$ cat src/design/websocket_frame_deframer_defines.svh
// assertion helpers, clocked on clk and disabled while arst_n is low
`ifndef WEBSOCKET_FRAME_DEFRAMER_DEFINES_SVH
`define WEBSOCKET_FRAME_DEFRAMER_DEFINES_SVH

// condition must hold at every clock edge
`define WFD_ASSERT_ALWAYS(label, cond, msg) \
	label: assert property (@(posedge clk) disable iff (!arst_n) (cond)) else $error(msg);

// consequent must hold in the same cycle as the antecedent
`define WFD_ASSERT_SAME(label, ante, cons, msg) \
	label: assert property (@(posedge clk) disable iff (!arst_n) (ante) |-> (cons)) \
		else $error(msg);

// consequent must hold in the cycle after the antecedent
`define WFD_ASSERT_NEXT(label, ante, cons, msg) \
	label: assert property (@(posedge clk) disable iff (!arst_n) (ante) |=> (cons)) \
		else $error(msg);

`endif

$ cat src/design/wfd_pkg.sv
`default_nettype none

package wfd_pkg;

	// parser phases
	typedef enum logic [2:0] {
		PH_HDR0,
		PH_HDR1,
		PH_EXTLEN,
		PH_DATA,
		PH_CLOSE,
		PH_STOP
	} phase_t;

	// opcodes
	localparam logic [3:0] OP_CONT  = 4'd0;
	localparam logic [3:0] OP_TEXT  = 4'd1;
	localparam logic [3:0] OP_CLOSE = 4'd8;

	// 7-bit length markers for extended lengths
	localparam logic [6:0] LEN16_MARK = 7'd126;
	localparam logic [6:0] LEN64_MARK = 7'd127;
	localparam logic [3:0] LEN16_BYTES = 4'd2;
	localparam logic [3:0] LEN64_BYTES = 4'd8;

	localparam int REM_W = 63;

	// result kinds
	localparam logic [1:0] KIND_DATA  = 2'd0;
	localparam logic [1:0] KIND_EMPTY = 2'd1;
	localparam logic [1:0] KIND_CLOSE = 2'd2;
	localparam logic [1:0] KIND_ERROR = 2'd3;

	// error codes
	localparam logic [1:0] ERR_MASKED  = 2'd0;
	localparam logic [1:0] ERR_LEN_MSB = 2'd1;
	localparam logic [1:0] ERR_TYPE    = 2'd2;

	localparam logic [15:0] ABSENT_CLOSE_RESET = 16'd1005;

	// one result item plus its presence flag
	typedef struct packed {
		logic        valid;
		logic [1:0]  kind;
		logic [7:0]  data;
		logic        last;
		logic [15:0] status;
		logic [1:0]  err;
	} result_t;

endpackage

`default_nettype wire

$ cat src/design/websocket_frame_deframer.sv
// path: a byte accepted into the input register is parsed from there, and its
//   result, if any, is captured in the output register
// throughput: one byte per cycle while the output is not stalled; the parser state updates once per byte
// reset: arst_n clears the valid flags of both stages, returns the parser state to the first
//   header byte and reloads the default close status (1005)
`default_nettype none
`include "websocket_frame_deframer_defines.svh"

module websocket_frame_deframer (
	input  wire logic        clk,
	input  wire logic        arst_n,
	input  wire logic        cfg_wr_en,
	input  wire logic [15:0] cfg_wr_data,
	input  wire logic        in_valid,
	output logic             in_ready,
	input  wire logic [7:0]  rx_byte,
	output logic             out_valid,
	input  wire logic        out_ready,
	output logic [1:0]       kind,
	output logic [7:0]       data_byte,
	output logic             message_last,
	output logic [15:0]      close_status,
	output logic [1:0]       error_code
);

	logic [15:0]      absent_close_status_q;
	logic             valid_s1;
	logic [7:0]       rx_byte_s1;
	logic             out_valid_q;
	logic [1:0]       kind_q;
	logic [7:0]       data_byte_q;
	logic             message_last_q;
	logic [15:0]      close_status_q;
	logic [1:0]       error_code_q;
	logic             stall;
	logic             step;
	wfd_pkg::result_t res;

	// config register
	always_ff @(posedge clk or negedge arst_n) begin
		if (!arst_n) begin
			absent_close_status_q <= wfd_pkg::ABSENT_CLOSE_RESET;
		end else if (cfg_wr_en) begin
			absent_close_status_q <= cfg_wr_data;
		end
	end

	// flow control
	assign stall    = out_valid_q && !out_ready;
	assign step     = valid_s1 && !stall;
	assign in_ready = !valid_s1 || !stall;

	// input register
	always_ff @(posedge clk or negedge arst_n) begin
		if (!arst_n) begin
			valid_s1 <= 1'b0;
		end else if (in_ready) begin
			valid_s1 <= in_valid;
		end
	end

	always_ff @(posedge clk) begin
		if (in_ready && in_valid) begin
			rx_byte_s1 <= rx_byte;
		end
	end

	wfd_parse u_parse (
		.clk                 (clk),
		.arst_n              (arst_n),
		.step                (step),
		.rx_byte             (rx_byte_s1),
		.absent_close_status (absent_close_status_q),
		.res                 (res)
	);

	// result register
	always_ff @(posedge clk or negedge arst_n) begin
		if (!arst_n) begin
			out_valid_q <= 1'b0;
		end else if (!stall) begin
			out_valid_q <= step && res.valid;
		end
	end

	always_ff @(posedge clk) begin
		if (step && res.valid) begin
			kind_q         <= res.kind;
			data_byte_q    <= res.data;
			message_last_q <= res.last;
			close_status_q <= res.status;
			error_code_q   <= res.err;
		end
	end

	assign out_valid    = out_valid_q;
	assign kind         = kind_q;
	assign data_byte    = data_byte_q;
	assign message_last = message_last_q;
	assign close_status = close_status_q;
	assign error_code   = error_code_q;

	// checks
	`WFD_ASSERT_SAME(a_err_code_range, out_valid && (kind == wfd_pkg::KIND_ERROR),
		error_code != 2'd3, "error item with undefined code")
	`WFD_ASSERT_SAME(a_non_data_clean, out_valid && (kind != wfd_pkg::KIND_DATA),
		(data_byte == 8'd0) && !message_last, "non-data item carries data")
	`WFD_ASSERT_NEXT(a_silent_after_stop, out_valid && out_ready
		&& ((kind == wfd_pkg::KIND_CLOSE) || (kind == wfd_pkg::KIND_ERROR)),
		!out_valid, "item produced after close or error")
	`WFD_ASSERT_ALWAYS(a_ready_when_empty, valid_s1 || in_ready,
		"input stalled with empty input register")

endmodule

`default_nettype wire

$ cat src/design/wfd_parse.sv
`default_nettype none

module wfd_parse (
	input  wire logic             clk,
	input  wire logic             arst_n,
	input  wire logic             step,
	input  wire logic [7:0]       rx_byte,
	input  wire logic [15:0]      absent_close_status,
	output wfd_pkg::result_t      res
);

	wfd_pkg::phase_t                phase_q, phase_d;
	logic [3:0]                     len_left_q, len_left_d;
	logic [wfd_pkg::REM_W-1:0]      rem_q, rem_d;
	logic                           final_q, final_d;
	logic [3:0]                     ftype_q, ftype_d;
	logic [3:0]                     mtype_q, mtype_d;
	logic [15:0]                    shift_q, shift_d;
	logic [1:0]                     seen_q, seen_d;

	// shared decode
	logic [6:0]                     len7;
	logic                           mask_err;
	logic                           len_ext;
	logic                           msb_err;
	logic [3:0]                     len_left_dec;
	logic [wfd_pkg::REM_W-1:0]      ext_rem;
	logic [wfd_pkg::REM_W-1:0]      rem_dec;
	logic                           rem_dec_zero;
	logic [1:0]                     seen_inc;
	logic [15:0]                    shift_new;
	logic                           start_go;
	logic [wfd_pkg::REM_W-1:0]      start_rem;
	logic                           start_zero;
	logic                           start_close;
	logic                           msg_text;
	wfd_pkg::phase_t                start_phase;

	always_comb begin
		len7         = rx_byte[6:0];
		mask_err     = rx_byte[7];
		len_ext      = len7 inside {wfd_pkg::LEN16_MARK, wfd_pkg::LEN64_MARK};
		msb_err      = (len_left_q == wfd_pkg::LEN64_BYTES) && rx_byte[7];
		len_left_dec = (len_left_q != 4'd0) ? len_left_q - 4'd1 : 4'd0;
		ext_rem      = {rem_q[wfd_pkg::REM_W-9:0], rx_byte};
		rem_dec      = (rem_q != '0) ? rem_q - {{(wfd_pkg::REM_W-1){1'b0}}, 1'b1} : '0;
		rem_dec_zero = (rem_dec == '0);
		seen_inc     = seen_q + 2'd1;
		shift_new    = {shift_q[7:0], rx_byte};
		msg_text     = (mtype_q == wfd_pkg::OP_TEXT);

		// frame length becomes known on this byte
		start_go  = 1'b0;
		start_rem = '0;
		if (phase_q == wfd_pkg::PH_HDR1) begin
			start_go  = !mask_err && !len_ext;
			start_rem = {{(wfd_pkg::REM_W-7){1'b0}}, len7};
		end else if (phase_q == wfd_pkg::PH_EXTLEN) begin
			start_go  = !msb_err && (len_left_dec == 4'd0);
			start_rem = ext_rem;
		end
		start_zero  = (start_rem == '0);
		start_close = (ftype_q == wfd_pkg::OP_CLOSE);

		// phase that follows a frame start
		if (start_close) begin
			start_phase = start_zero ? wfd_pkg::PH_STOP : wfd_pkg::PH_CLOSE;
		end else if (!start_zero) begin
			start_phase = wfd_pkg::PH_DATA;
		end else if (final_q && !msg_text) begin
			start_phase = wfd_pkg::PH_STOP;
		end else begin
			start_phase = wfd_pkg::PH_HDR0;
		end
	end

	// next state
	always_comb begin
		phase_d    = phase_q;
		len_left_d = len_left_q;
		rem_d      = rem_q;
		final_d    = final_q;
		ftype_d    = ftype_q;
		mtype_d    = mtype_q;
		shift_d    = shift_q;
		seen_d     = seen_q;
		case (phase_q)
			wfd_pkg::PH_HDR0: begin
				final_d = rx_byte[7];
				ftype_d = rx_byte[3:0];
				if (rx_byte[3:0] != wfd_pkg::OP_CONT) begin
					mtype_d = rx_byte[3:0];
				end
				phase_d = wfd_pkg::PH_HDR1;
			end
			wfd_pkg::PH_HDR1: begin
				if (mask_err) begin
					phase_d = wfd_pkg::PH_STOP;
				end else if (len_ext) begin
					rem_d      = '0;
					len_left_d = (len7 == wfd_pkg::LEN16_MARK) ? wfd_pkg::LEN16_BYTES
						: wfd_pkg::LEN64_BYTES;
					phase_d    = wfd_pkg::PH_EXTLEN;
				end else begin
					rem_d   = start_rem;
					phase_d = start_phase;
				end
			end
			wfd_pkg::PH_EXTLEN: begin
				if (msb_err) begin
					phase_d = wfd_pkg::PH_STOP;
				end else begin
					rem_d      = ext_rem;
					len_left_d = len_left_dec;
					if (start_go) begin
						phase_d = start_phase;
					end
				end
			end
			wfd_pkg::PH_DATA: begin
				rem_d = rem_dec;
				if (rem_dec_zero) begin
					phase_d = (final_q && !msg_text) ? wfd_pkg::PH_STOP : wfd_pkg::PH_HDR0;
				end
			end
			wfd_pkg::PH_CLOSE: begin
				shift_d = shift_new;
				seen_d  = seen_inc;
				rem_d   = rem_dec;
				if ((seen_inc >= 2'd2) || rem_dec_zero) begin
					phase_d = wfd_pkg::PH_STOP;
				end
			end
			default: begin
				phase_d = wfd_pkg::PH_STOP;
			end
		endcase
		// a close frame with payload starts collecting its status
		if (start_go && start_close && !start_zero) begin
			shift_d = '0;
			seen_d  = '0;
		end
	end

	// result of the current byte
	always_comb begin
		res = '0;
		case (phase_q)
			wfd_pkg::PH_HDR1, wfd_pkg::PH_EXTLEN: begin
				if ((phase_q == wfd_pkg::PH_HDR1) && mask_err) begin
					res.valid = 1'b1;
					res.kind  = wfd_pkg::KIND_ERROR;
					res.err   = wfd_pkg::ERR_MASKED;
				end else if ((phase_q == wfd_pkg::PH_EXTLEN) && msb_err) begin
					res.valid = 1'b1;
					res.kind  = wfd_pkg::KIND_ERROR;
					res.err   = wfd_pkg::ERR_LEN_MSB;
				end else if (start_go && start_zero) begin
					if (start_close) begin
						res.valid  = 1'b1;
						res.kind   = wfd_pkg::KIND_CLOSE;
						res.status = absent_close_status;
					end else if (final_q) begin
						res.valid = 1'b1;
						if (msg_text) begin
							res.kind = wfd_pkg::KIND_EMPTY;
						end else begin
							res.kind = wfd_pkg::KIND_ERROR;
							res.err  = wfd_pkg::ERR_TYPE;
						end
					end
				end
			end
			wfd_pkg::PH_DATA: begin
				res.valid = 1'b1;
				if (rem_dec_zero && final_q && !msg_text) begin
					res.kind = wfd_pkg::KIND_ERROR;
					res.err  = wfd_pkg::ERR_TYPE;
				end else begin
					res.kind = wfd_pkg::KIND_DATA;
					res.data = rx_byte;
					res.last = rem_dec_zero && final_q;
				end
			end
			wfd_pkg::PH_CLOSE: begin
				if (seen_inc >= 2'd2) begin
					res.valid  = 1'b1;
					res.kind   = wfd_pkg::KIND_CLOSE;
					res.status = shift_new;
				end else if (rem_dec_zero) begin
					res.valid  = 1'b1;
					res.kind   = wfd_pkg::KIND_CLOSE;
					res.status = absent_close_status;
				end
			end
			default: begin
				res = '0;
			end
		endcase
	end

	// parser state
	always_ff @(posedge clk or negedge arst_n) begin
		if (!arst_n) begin
			phase_q    <= wfd_pkg::PH_HDR0;
			len_left_q <= '0;
			rem_q      <= '0;
			final_q    <= 1'b0;
			ftype_q    <= '0;
			mtype_q    <= '0;
			shift_q    <= '0;
			seen_q     <= '0;
		end else if (step) begin
			phase_q    <= phase_d;
			len_left_q <= len_left_d;
			rem_q      <= rem_d;
			final_q    <= final_d;
			ftype_q    <= ftype_d;
			mtype_q    <= mtype_d;
			shift_q    <= shift_d;
			seen_q     <= seen_d;
		end
	end

endmodule

`default_nettype wire

$ cat config.mk
export PLATFORM = sky130hd
export DESIGN_NAME = websocket_frame_deframer
export DESIGN_NICKNAME = d
export VERILOG_FILES = /design/src/design/wfd_pkg.sv /design/src/design/websocket_frame_deframer.sv /design/src/design/wfd_parse.sv
export VERILOG_INCLUDE_DIRS = /design/src /design/src/design
export SDC_FILE = /design/constraint.sdc
export NUM_CORES = 1
export LEC_CHECK = 0
export BUFFER_PORTS_ARGS = -buffer_cell sky130_fd_sc_hd__buf_2
export CORE_ASPECT_RATIO = 0.5
export CORE_MARGIN = 2
export CORE_UTILIZATION = 60
export DETAILED_ROUTE_END_ITERATION = 7
export PLACE_DENSITY = 0.84
export SLEW_MARGIN = 20
export SYNTH_ARGS = -nofsm -noshare
export SYNTH_HDL_FRONTEND = slang
export SYNTH_HIERARCHICAL = 1
export SYNTH_SLANG_ARGS = --single-unit
$ cat constraint.sdc
create_clock -name clk -period 6.31 [get_ports clk]
set_input_delay 1.893 -clock clk [delete_from_list [all_inputs] [get_ports clk]]
set_output_delay 1.893 -clock clk [all_outputs]
set_load 0.01 [all_outputs]
Word-level counts from Yosys, hierarchy flattened. Index checks and enable logic that the tools add are counted.

Word-level logic and storage cells: 136. Register bits after elaboration: 144. Output and inout bits: 31. Bits of input ports: 29.

Bitwise gates (word level): 1. $add $sub $neg: 3. Multiplexer cells: 54. Magnitude comparators: 1. Equal/unequal tests: 15. Reductions and logical operators: 45.

Operators by type and width (count): two-way mux 63 bit (6); case mux 63 bit (3 select lines) (1); zero test 63 bit (2); two-way mux 16 bit (5); nonzero test 63 bit (1); subtractor 63 x 1 -> 63 bit (second input constant) (1); two-way mux 3 bit (16); case mux 16 bit (2 select lines) (1); two-way mux 2 bit (10); two-way mux 4 bit (5); two-way mux 18 bit (1); two-way mux 8 bit (2); logical AND 1 bit (15); case mux 3 bit (5 select lines) (1); == test 7 bit (second input constant) (2); case mux 3 bit (3 select lines) (1); == test 4 bit (second input constant) (2); zero test 1 bit (8); case mux 4 bit (2 select lines) (1); AND reduction 4 bit (2); nonzero test 4 bit (2); == test 3 x 2 -> 1 bit (second input constant) (2); inequality test 2 x 1 -> 1 bit (second input constant) (3); nonzero test 2 bit (3); other kinds (19) (26).

Logic depth before layout (Yosys ltp). Gate-level depths: netlist of run 1.

Depth in word-level cells: 12. Depth in mapped cells: 15. Gate-level depth less buffers: 14.

Modules after synthesis. Netlist of run 1, hierarchy kept.

Modules (own cells, without submodules): wfd_parse (instances 1, area an instance 6473.7 um2, cells each 829); websocket_frame_deframer (instances 1, area an instance 1866.8 um2, cells each 81).

Worst setup path before layout of run 1. No wires, ideal clock.

Path type: reg-to-reg. From: reg u_parse/rem_q[12] (netlist name). To: reg close_status_q[0] (netlist: close_status[0]) (enable). Required time: 5.892 ns. Setup slack: 1.300 ns. Path buffers: 2. Arrival time: 4.591 ns. Cell stages (with the launch flop): 15. Cell sequence: dfrtp_1 > buf_6 > or3_4 > or4_4 > or4_4 > buf_6 > o31ai_1 > nand4_1 > nor4b_1 > nand4_1 > o21ai_2 > nand2_1 > o21ai_0 > nand2_1 > nor2b_1.

RTL lines: from (decl) (line wfd_parse.sv:14) `logic [wfd_pkg::REM_W-1:0] rem_q, rem_d;`; from (signal assigned) (line wfd_parse.sv:216) `rem_q <= rem_d;`; to (signal assigned) (line websocket_frame_deframer.sv:91) `close_status_q <= res.status;`; to (decl) (line websocket_frame_deframer.sv:33) `logic [15:0] close_status_q;`.

==> reports/metrics.cfg, run 1 <==
[outcome]
status = finished, final reports clean

[cells_and_area]
area_delta_synth_final_pct = 10.9
final_cell_area_um2 = 9250
layout-drive-gt1-share_pct = 16.5
fill_cells = 1021
final_cells = 1139
fin_nets = 963

[worst_hold_path]
hold_path_depth = 1
hold_path_class = flop to flop

[sta]
finClkSkew_ns = 0.0172
drv_slew = 0
finalHoldViolCount = 0
totalNegativeSetupSlack_ns = 0
fin_crit_ns = 5.13
maxSlewHeadroom_pct = 22.8
setup_viol = 0
fmax_mhz = 195
fin_crit_sh_pct = 81.2
fin_ws_ns = 1.18
worstMarginPinSlew_ns = 1.15
rsz0062_at_grt = false

[die]
dieArea_um2 = 14900
io_pins = 60
die_w_um = 171
core-area_um2 = 13600
rows = 30
die_y_um = 87.4
start_util_pct = 61.6

[drt]
dr.first_iter.drc_count = 1449
wirelength_um = 24900
wl_per_cell_um = 21.8
drcViolationCount = 0
drtPass1Iterations = 7
ant_nets = 0
via_per_inst = 7.09
num_vias = 8070

[clock_network]
cts_tree = yes
ctsHoldBuffers = 0
cts_setup_buffers = 0
clk_latency_ns = 0.43
cts_resized = 0
clkSlewWorstSetupHoldPaths_ns = 0.07
cts.sinks = 144
clock-root-buffer = clkbuf_16
cts_buffer_depth = 2
cts_inserted_buffers = 17
cts-htree-levels = 4

[worst_setup_path]
rrSetupSlack_ns = 1.18
worstSetupStartpointType = flop
arrival_ns = 5.22
criticalPathCategory = flop to flop
crit_required_ns = 6.40
crit_path_max_fanout = 24
r2r_cells = 13
worst_setup_path_end_kind = flop

[yosys]
ys.warnings.count = 6
synthFlopType = dfrtp_1
yosys_register_bits = 144
synthArstFlopShare_pct = 74.3
yosysMostFrequentCell = o21ai_0
ys_seq_area_share_pct = 45.5
synth_fp_nets = 940
avgSynthCellArea_um2 = 9.17
synth_common_cells = o21ai_0 (118), dfrtp_1 (99), nor2_1 (91)
synth_edf_count = 37
post-synth-top-area-cell = dfrtp_1
yosysTopAreaCellShare_pct = 29.7
synth_cell_types = 67
synthCells = 910
synth.cell_area_um2 = 8340
synth_area_leaders = dfrtp_1 (30%), edfxtp_1 (13%), o21ai_0 (7.1%), nor2_1 (4.1%), a21oi_1 (3.5%)

[job]
drv_cap = 0

[global_route]
antenna_found_initial = 0
grtUsageTotal_pct = 34.5
gr-total-overflow = 0
grt_pass1_vias = 7541
grt_start_max_net_pins = 127
grt_pass1_wl_um = 39500

[placed_design]
globalplace.congestion = 1.04
hpwl_um = 16300
dpl-instance-area_um2 = 8650
io_buffers = 59
dpl.cell_count = 1106
place_ws_ns = 1.36

[registers in the layout, indices dropped and copies added, names as in the netlist]
signal	cells
absent_close_status_q	16
valid_s1	1
u_parse/rem_q	63
u_parse/ftype_q	4
close_status	16
kind	2
error_code	2
u_parse/final_q	1
u_parse/shift_q	8
u_parse/mtype_q	4
u_parse/len_left_q	4
rx_byte_s1	8
u_parse/seen_q	2
data_byte	8
message_last	1
u_parse/phase_q	3
out_valid	1
[critical path: stages, from the launching register on]
cell	delay (ns)
dfrtp_1	0.46
nor3_1	0.66
nand4_2	0.42
or4_4	0.74
o31ai_1	0.29
nand4_1	0.16
nor4b_1	0.39
nand4_1	0.20
o21ai_2	0.28
nand2_1	0.22
o21ai_0	0.21
nand2_1	0.10
nor2b_2	0.26
buf_4	0.37
[cell families after synthesis]
kind of cell | Yosys count | synth area share, %
xor+xnor | 23 | 2.42
flops | 144 | 45.5
buf+inv | 80 | 4.29
mux | 25 | 3.78
fa+ha+maj | 1 | 0.150
compound gates | 284 | 20.9
simple gates | 353 | 22.9
[final cells by class]
| class | count | area, µm² | area share [%] |
|---|---|---|---|
| clock buffer | 18 | 439 | 4.75 |
| sequential | 144 | 3800 | 41.1 |
| clock inverter | 14 | 159 | 1.72 |
| multi-input combinational | 686 | 4190 | 45.3 |
| timing repair buffer | 66 | 350 | 3.79 |
| tap | 192 | 240 | 2.60 |
| inverter | 18 | 67.6 | 0.730 |
| antenna | 1 | 2.50 | 0.0271 |
[routing by layer]
| layer | vias to the layer above | share of wire, % | global-route usage, % | routed length [µm] |
|---|---|---|---|---|
| li1 | 3493 | - | - | - |
| met1 | 3766 | 39 | 46.6 | 9690 |
| met2 | 676 | 44 | 53.7 | 11000 |
| met3 | 135 | 13 | 7.72 | 3240 |
| met4 | 0 | 3.8 | 15.8 | 949 |
| met5 | - | 0 | 0 | 0 |
[layout by cell type, fill, tap and decap left out, drive strengths merged, types with 13 or more instances in the layout]
| master | n |
|---|---|
| clkbuf | 18 |
| and2 | 14 |
| mux2 | 22 |
| a22o | 31 |
| dfrtp | 99 |
| inv | 28 |
| a21oi | 59 |
| buf | 66 |
| xnor2 | 14 |
| a32oi | 14 |
| edfxtp | 37 |
| nand3 | 15 |
| nor3 | 50 |
| nor2 | 91 |
| or3 | 13 |
| nor4 | 46 |
| a22oi | 15 |
| o21ai | 121 |
| nand2 | 44 |
| nand4 | 18 |
[through the flow]
| stage | util [%] | hold WS, ns |
|---|---|---|
| 2_1_floorplan | - | 0.458 |
| 3_3_place_gp | 63.8 | 0.481 |
| 3_5_place_dp | 63.8 | 0.492 |
| 4_1_cts | 68.2 | 0.507 |
| 5_1_grt | 68.2 | 0.528 |
| 6_report | 68.3 | 0.513 |
[path summary, 6_finish.rpt]
path / from / end
hold / removal: u_parse/mtype_q[0] / u_parse/mtype_q[0]
setup / recovery: u_parse/rem_q[3] / data_byte[0]
max in group asynchronous: arst_n / u_parse/rem_q[62]
setup reg to reg: u_parse/rem_q[3] / data_byte[0]
min in group asynchronous: arst_n / u_parse/ftype_q[0]
hold reg to reg: u_parse/mtype_q[0] / u_parse/mtype_q[0]
Power of run 1 is not shown: default switching activity piles up to over one toggle a cycle in this logic, so the estimate is an artifact.
==> run 2: changes to the inputs <==
- ABC_AREA: default -> 1
- clock period: 6.31 -> 5 ns (I/O delays scaled with it)
==> run 2 against run 1 <==
- clock-buffer cell count grew 1
- die area grew 14%
- largest cell class unchanged
- synthesized cell count grew 51%
==> reports/metrics.cfg, run 2 <==
[outcome]
status = finished, final reports clean  ; unchanged

[worst_setup_path]
criticalPathCategory = flop to flop  ; unchanged
path_cells = inv_2 -> ha_1 -> nand2_2 -> nor2_8 -> nand2_4 -> nor2_4 -> nand2_4 -> nand3_2 -> inv_2 -> nor2_1 -> nand2_1 -> nor2_1 -> nand2_1 -> nor2_4 -> nand3_4 -> nand2_1 -> nand2_2 -> nand4_1 -> inv_1 -> nor2_2 -> buf_4  ; was nor3_1 -> nand4_2 -> or4_4 -> o31ai_1 -> nand4_1 -> nor4b_1 -> nand4_1 -> o21ai_2 -> nand2_1 -> o21ai_0 -> nand2_1 -> nor2b_2 -> buf_4
arrival_ns = 4.40  ; was 5.22 ns
crit_cells = 21  ; was 13
crit_path_frequent_cell = nand2_1
cp_top_family = simple AND/OR/NAND/NOR gates  ; unchanged
r2r_cells = 21  ; was 13
worstSetupStartpointType = flop  ; unchanged
worst-path-buf-inv = 4  ; was 1
crit_required_ns = 5.08  ; was 6.40 ns
critPathMaxStageDelay_ns = 0.44  ; was 0.74 ns
crit_path_max_fanout = 63  ; was 24
worst_setup_path_end_kind = flop  ; unchanged
crit_path_top_delay_cell = dfrtp_1  ; was or4_4
rrSetupSlack_ns = 0.68  ; was 1.18 ns

[clock_network]
cts_inserted_buffers = 17  ; unchanged
clock-root-buffer = clkbuf_16  ; unchanged
cts_buffer_depth = 2  ; unchanged
clkSlewWorstSetupHoldPaths_ns = 0.07  ; about the same
cts_tree = yes  ; unchanged
cts_setup_buffers = 0  ; unchanged
cts_resized = 0  ; unchanged
clk_latency_ns = 0.43  ; about the same
cts-htree-levels = 4  ; unchanged
cts.sinks = 144  ; unchanged
ctsHoldBuffers = 0  ; unchanged

[drt]
wirelength_um = 34800  ; was 24900 µm
drcViolationCount = 0  ; unchanged
wl_per_cell_um = 21.3  ; was 21.8 µm
dr.first_iter.drc_count = 1366  ; was 1449
num_vias = 10328  ; was 8070
drtPass1Iterations = 6  ; was 7
via_per_inst = 6.31  ; was 7.09
ant_nets = 0  ; unchanged

[cells_and_area]
fin_nets = 1449  ; was 963
top_register = u_parse/rem_q  ; unchanged
layout-drive-gt1-share_pct = 11.6  ; was 16.5%
final_common_cell = nand2_1  ; was o21ai_0
final_cell_mix = nand2_1 (371), nor2_1 (218), inv_1 (164), nand3_1 (114), dfrtp_1 (99)  ; was o21ai_0 (118), dfrtp_1 (99), nor2_1 (91), a21oi_1 (59), buf_2 (58)
area_delta_synth_final_pct = 10.4  ; was 10.9%
antennaDiodeCount = 0  ; was 1
largest_reg_flops = 63  ; unchanged

[yosys]
synth_cell_types = 48  ; was 67
ys.warnings.count = 6  ; unchanged
synth_fp_nets = 1403  ; was 940
synthFlopType = dfrtp_1  ; unchanged
yosys_register_bits = 144  ; unchanged
synth_common_cells = nand2_1 (372), nor2_1 (219), inv_1 (165)  ; was o21ai_0 (118), dfrtp_1 (99), nor2_1 (91)
synth_edf_count = 37  ; unchanged
synthArstFlopShare_pct = 74.3  ; unchanged
avgSynthCellArea_um2 = 6.94  ; was 9.17 µm²
post-synth-top-area-cell = dfrtp_1  ; unchanged
yosysMostFrequentCell = nand2_1  ; was o21ai_0
synthCells = 1373  ; was 910
synth.cell_area_um2 = 9530  ; was 8340 µm²
ys_seq_area_share_pct = 39.8  ; was 45.5%
yosysTopAreaCellShare_pct = 26.0  ; was 29.7%
synth_area_leaders = dfrtp_1 (26%), nand2_1 (15%), edfxtp_1 (12%), nor2_1 (8.6%), inv_1 (6.5%)  ; was dfrtp_1 (30%), edfxtp_1 (13%), o21ai_0 (7.1%), nor2_1 (4.1%), a21oi_1 (3.5%)

[job]
drv_cap = 0  ; unchanged

[placed_design]
globalplace.congestion = 1.07  ; was 1.04
io_buffers = 59  ; unchanged
hpwl_um = 24200  ; was 16300 µm

[die]
core-area_um2 = 15500  ; was 13600 µm²
io_pins = 60  ; unchanged
die_w_um = 182  ; was 171 µm
die_y_um = 93.1  ; was 87.4 µm
start_util_pct = 61.7  ; was 61.6%
rows = 32  ; was 30
dieArea_um2 = 17000  ; was 14900 µm²

[sta]
finClkSkew_ns = 0.0126  ; was 0.0172 ns
drv_slew = 0  ; unchanged
maxSlewHeadroom_pct = 34.2  ; was 22.8%
finalHoldViolCount = 0  ; unchanged
fmax_mhz = 232  ; was 195 MHz
fin_crit_ns = 4.32  ; was 5.13 ns
fin_crit_sh_pct = 86.3  ; was 81.2%
totalNegativeSetupSlack_ns = 0  ; unchanged
setup_viol = 0  ; unchanged
worstMarginPinSlew_ns = 0.987  ; was 1.15 ns
rsz0062_at_grt = false  ; unchanged

[power_and_ir_drop]
p_leak_nw = 4.94
comb_power_share_pct = 44.3
swShare_pct = 47.5
seqPwrFrac_pct = 34.6
totalPowerFinal_w = 0.00598
p_int_w = 0.00314
clockPowerShare_pct = 21.1
peakVddDrop_uv = 287
p_per_area_nw_per_um2 = 568
p_sw_w = 0.00284

[global_route]
grtUsageTotal_pct = 42.5  ; was 34.5%
antenna_found_initial = 0  ; unchanged
grt_start_max_net_pins = 85  ; was 127
gr-total-overflow = 0  ; unchanged
grt_pass1_vias = 9872  ; was 7541
grt_pass1_wl_um = 54100  ; was 39500 µm

[worst_hold_path]
hold_path_class = flop to flop  ; unchanged
hold_path_depth = 2  ; was 1

run 2: cell count changes in the layout (fill, tap and decap cells not counted), sizes merged, moves of 31 or more:
| cell | before | now |
|---|---|---|
| nand2 | 44 | 379 |
| nor2 | 91 | 237 |
| a22o | 31 | 0 |
| nor3 | 50 | 14 |
| nor4 | 46 | 4 |
| nand3 | 15 | 119 |
| inv | 28 | 177 |
run 2: cell families (layout without fill, tap and decap cells):
kind of cell | count (synthesis) | count (layout) | share of synthesized area (%)
AO/OA/AOI/OAI | 224 | 224 | 14.9
flip-flops | 144 | 144 | 39.8
adder cells (fa/ha/maj) | 1 | 1 | 0.131
XOR/XNOR | 16 | 16 | 1.47
AND/OR/NAND/NOR | 772 | 772 | 34.4
buffers and inverters | 216 | 275 | 9.17
run 2: worst paths after layout:
path / startpoint / end
min reg2reg: absent_close_status_q[9] / absent_close_status_q[9]
max in group asynchronous: arst_n / u_parse/rem_q[0]
min: absent_close_status_q[9] / absent_close_status_q[9]
min in group asynchronous: arst_n / u_parse/mtype_q[0]
max: u_parse/rem_q[0] / kind[1]
max reg2reg: u_parse/rem_q[0] / kind[1]
run 2: worst min-delay path, cell delays in order (launching register included):
cell and delay [ns]:
dfstp_2 0.38, inv_1 0.06, o21ai_2 0.05
run 2: final cells by class:
| cell class | instances | area (µm²) |
|---|---|---|
| clock buffers | 19 | 443 |
| clock inverters | 13 | 118 |
| well taps | 204 | 255 |
| fillers | 1279 | 4930 |
| repair buffers | 69 | 373 |
| inverters | 174 | 654 |
| flip-flops and latches | 144 | 3800 |
| multi-input cells | 1013 | 4880 |
run 2: stage by stage:
stage	cells	utilization, %	cell area (µm²)	hold slack, ns	setup WS (ns)
2_1_floorplan	1373	-	9530	0.450	1.05
5_1_grt	1636	68.1	10500	0.519	0.459
6_report	1636	68.1	10500	0.488	0.683
4_1_cts	1636	68.1	10500	0.488	0.795
3_3_place_gp	1604	64.4	9960	0.464	0.928
3_5_place_dp	1604	64.4	9960	0.467	0.874
run 2: power by group through the flow:
stage | Clock, W | Combinational, W | Sequential (W)
CTS | 0.00126 | 0.00256 | 0.00205
global placement | 0 | 0.00246 | 0.00205
floorplan | 0 | 0.00184 | 0.00194
detailed placement | 0 | 0.00251 | 0.00206
global route | 0.00131 | 0.00291 | 0.00210
finish | 0.00126 | 0.00265 | 0.00207
run 2: per-layer routing:
metal	routed length [µm]	part of all wire [%]	up-vias	track usage, %
met5	0	0	-	0
met2	15600	45	740	68.8
met4	1760	5.1	0	20.7
li1	-	-	4589	-
met3	3880	11	154	9.27
met1	13600	39	4845	54.7
Power figures use the tool's default switching activity.
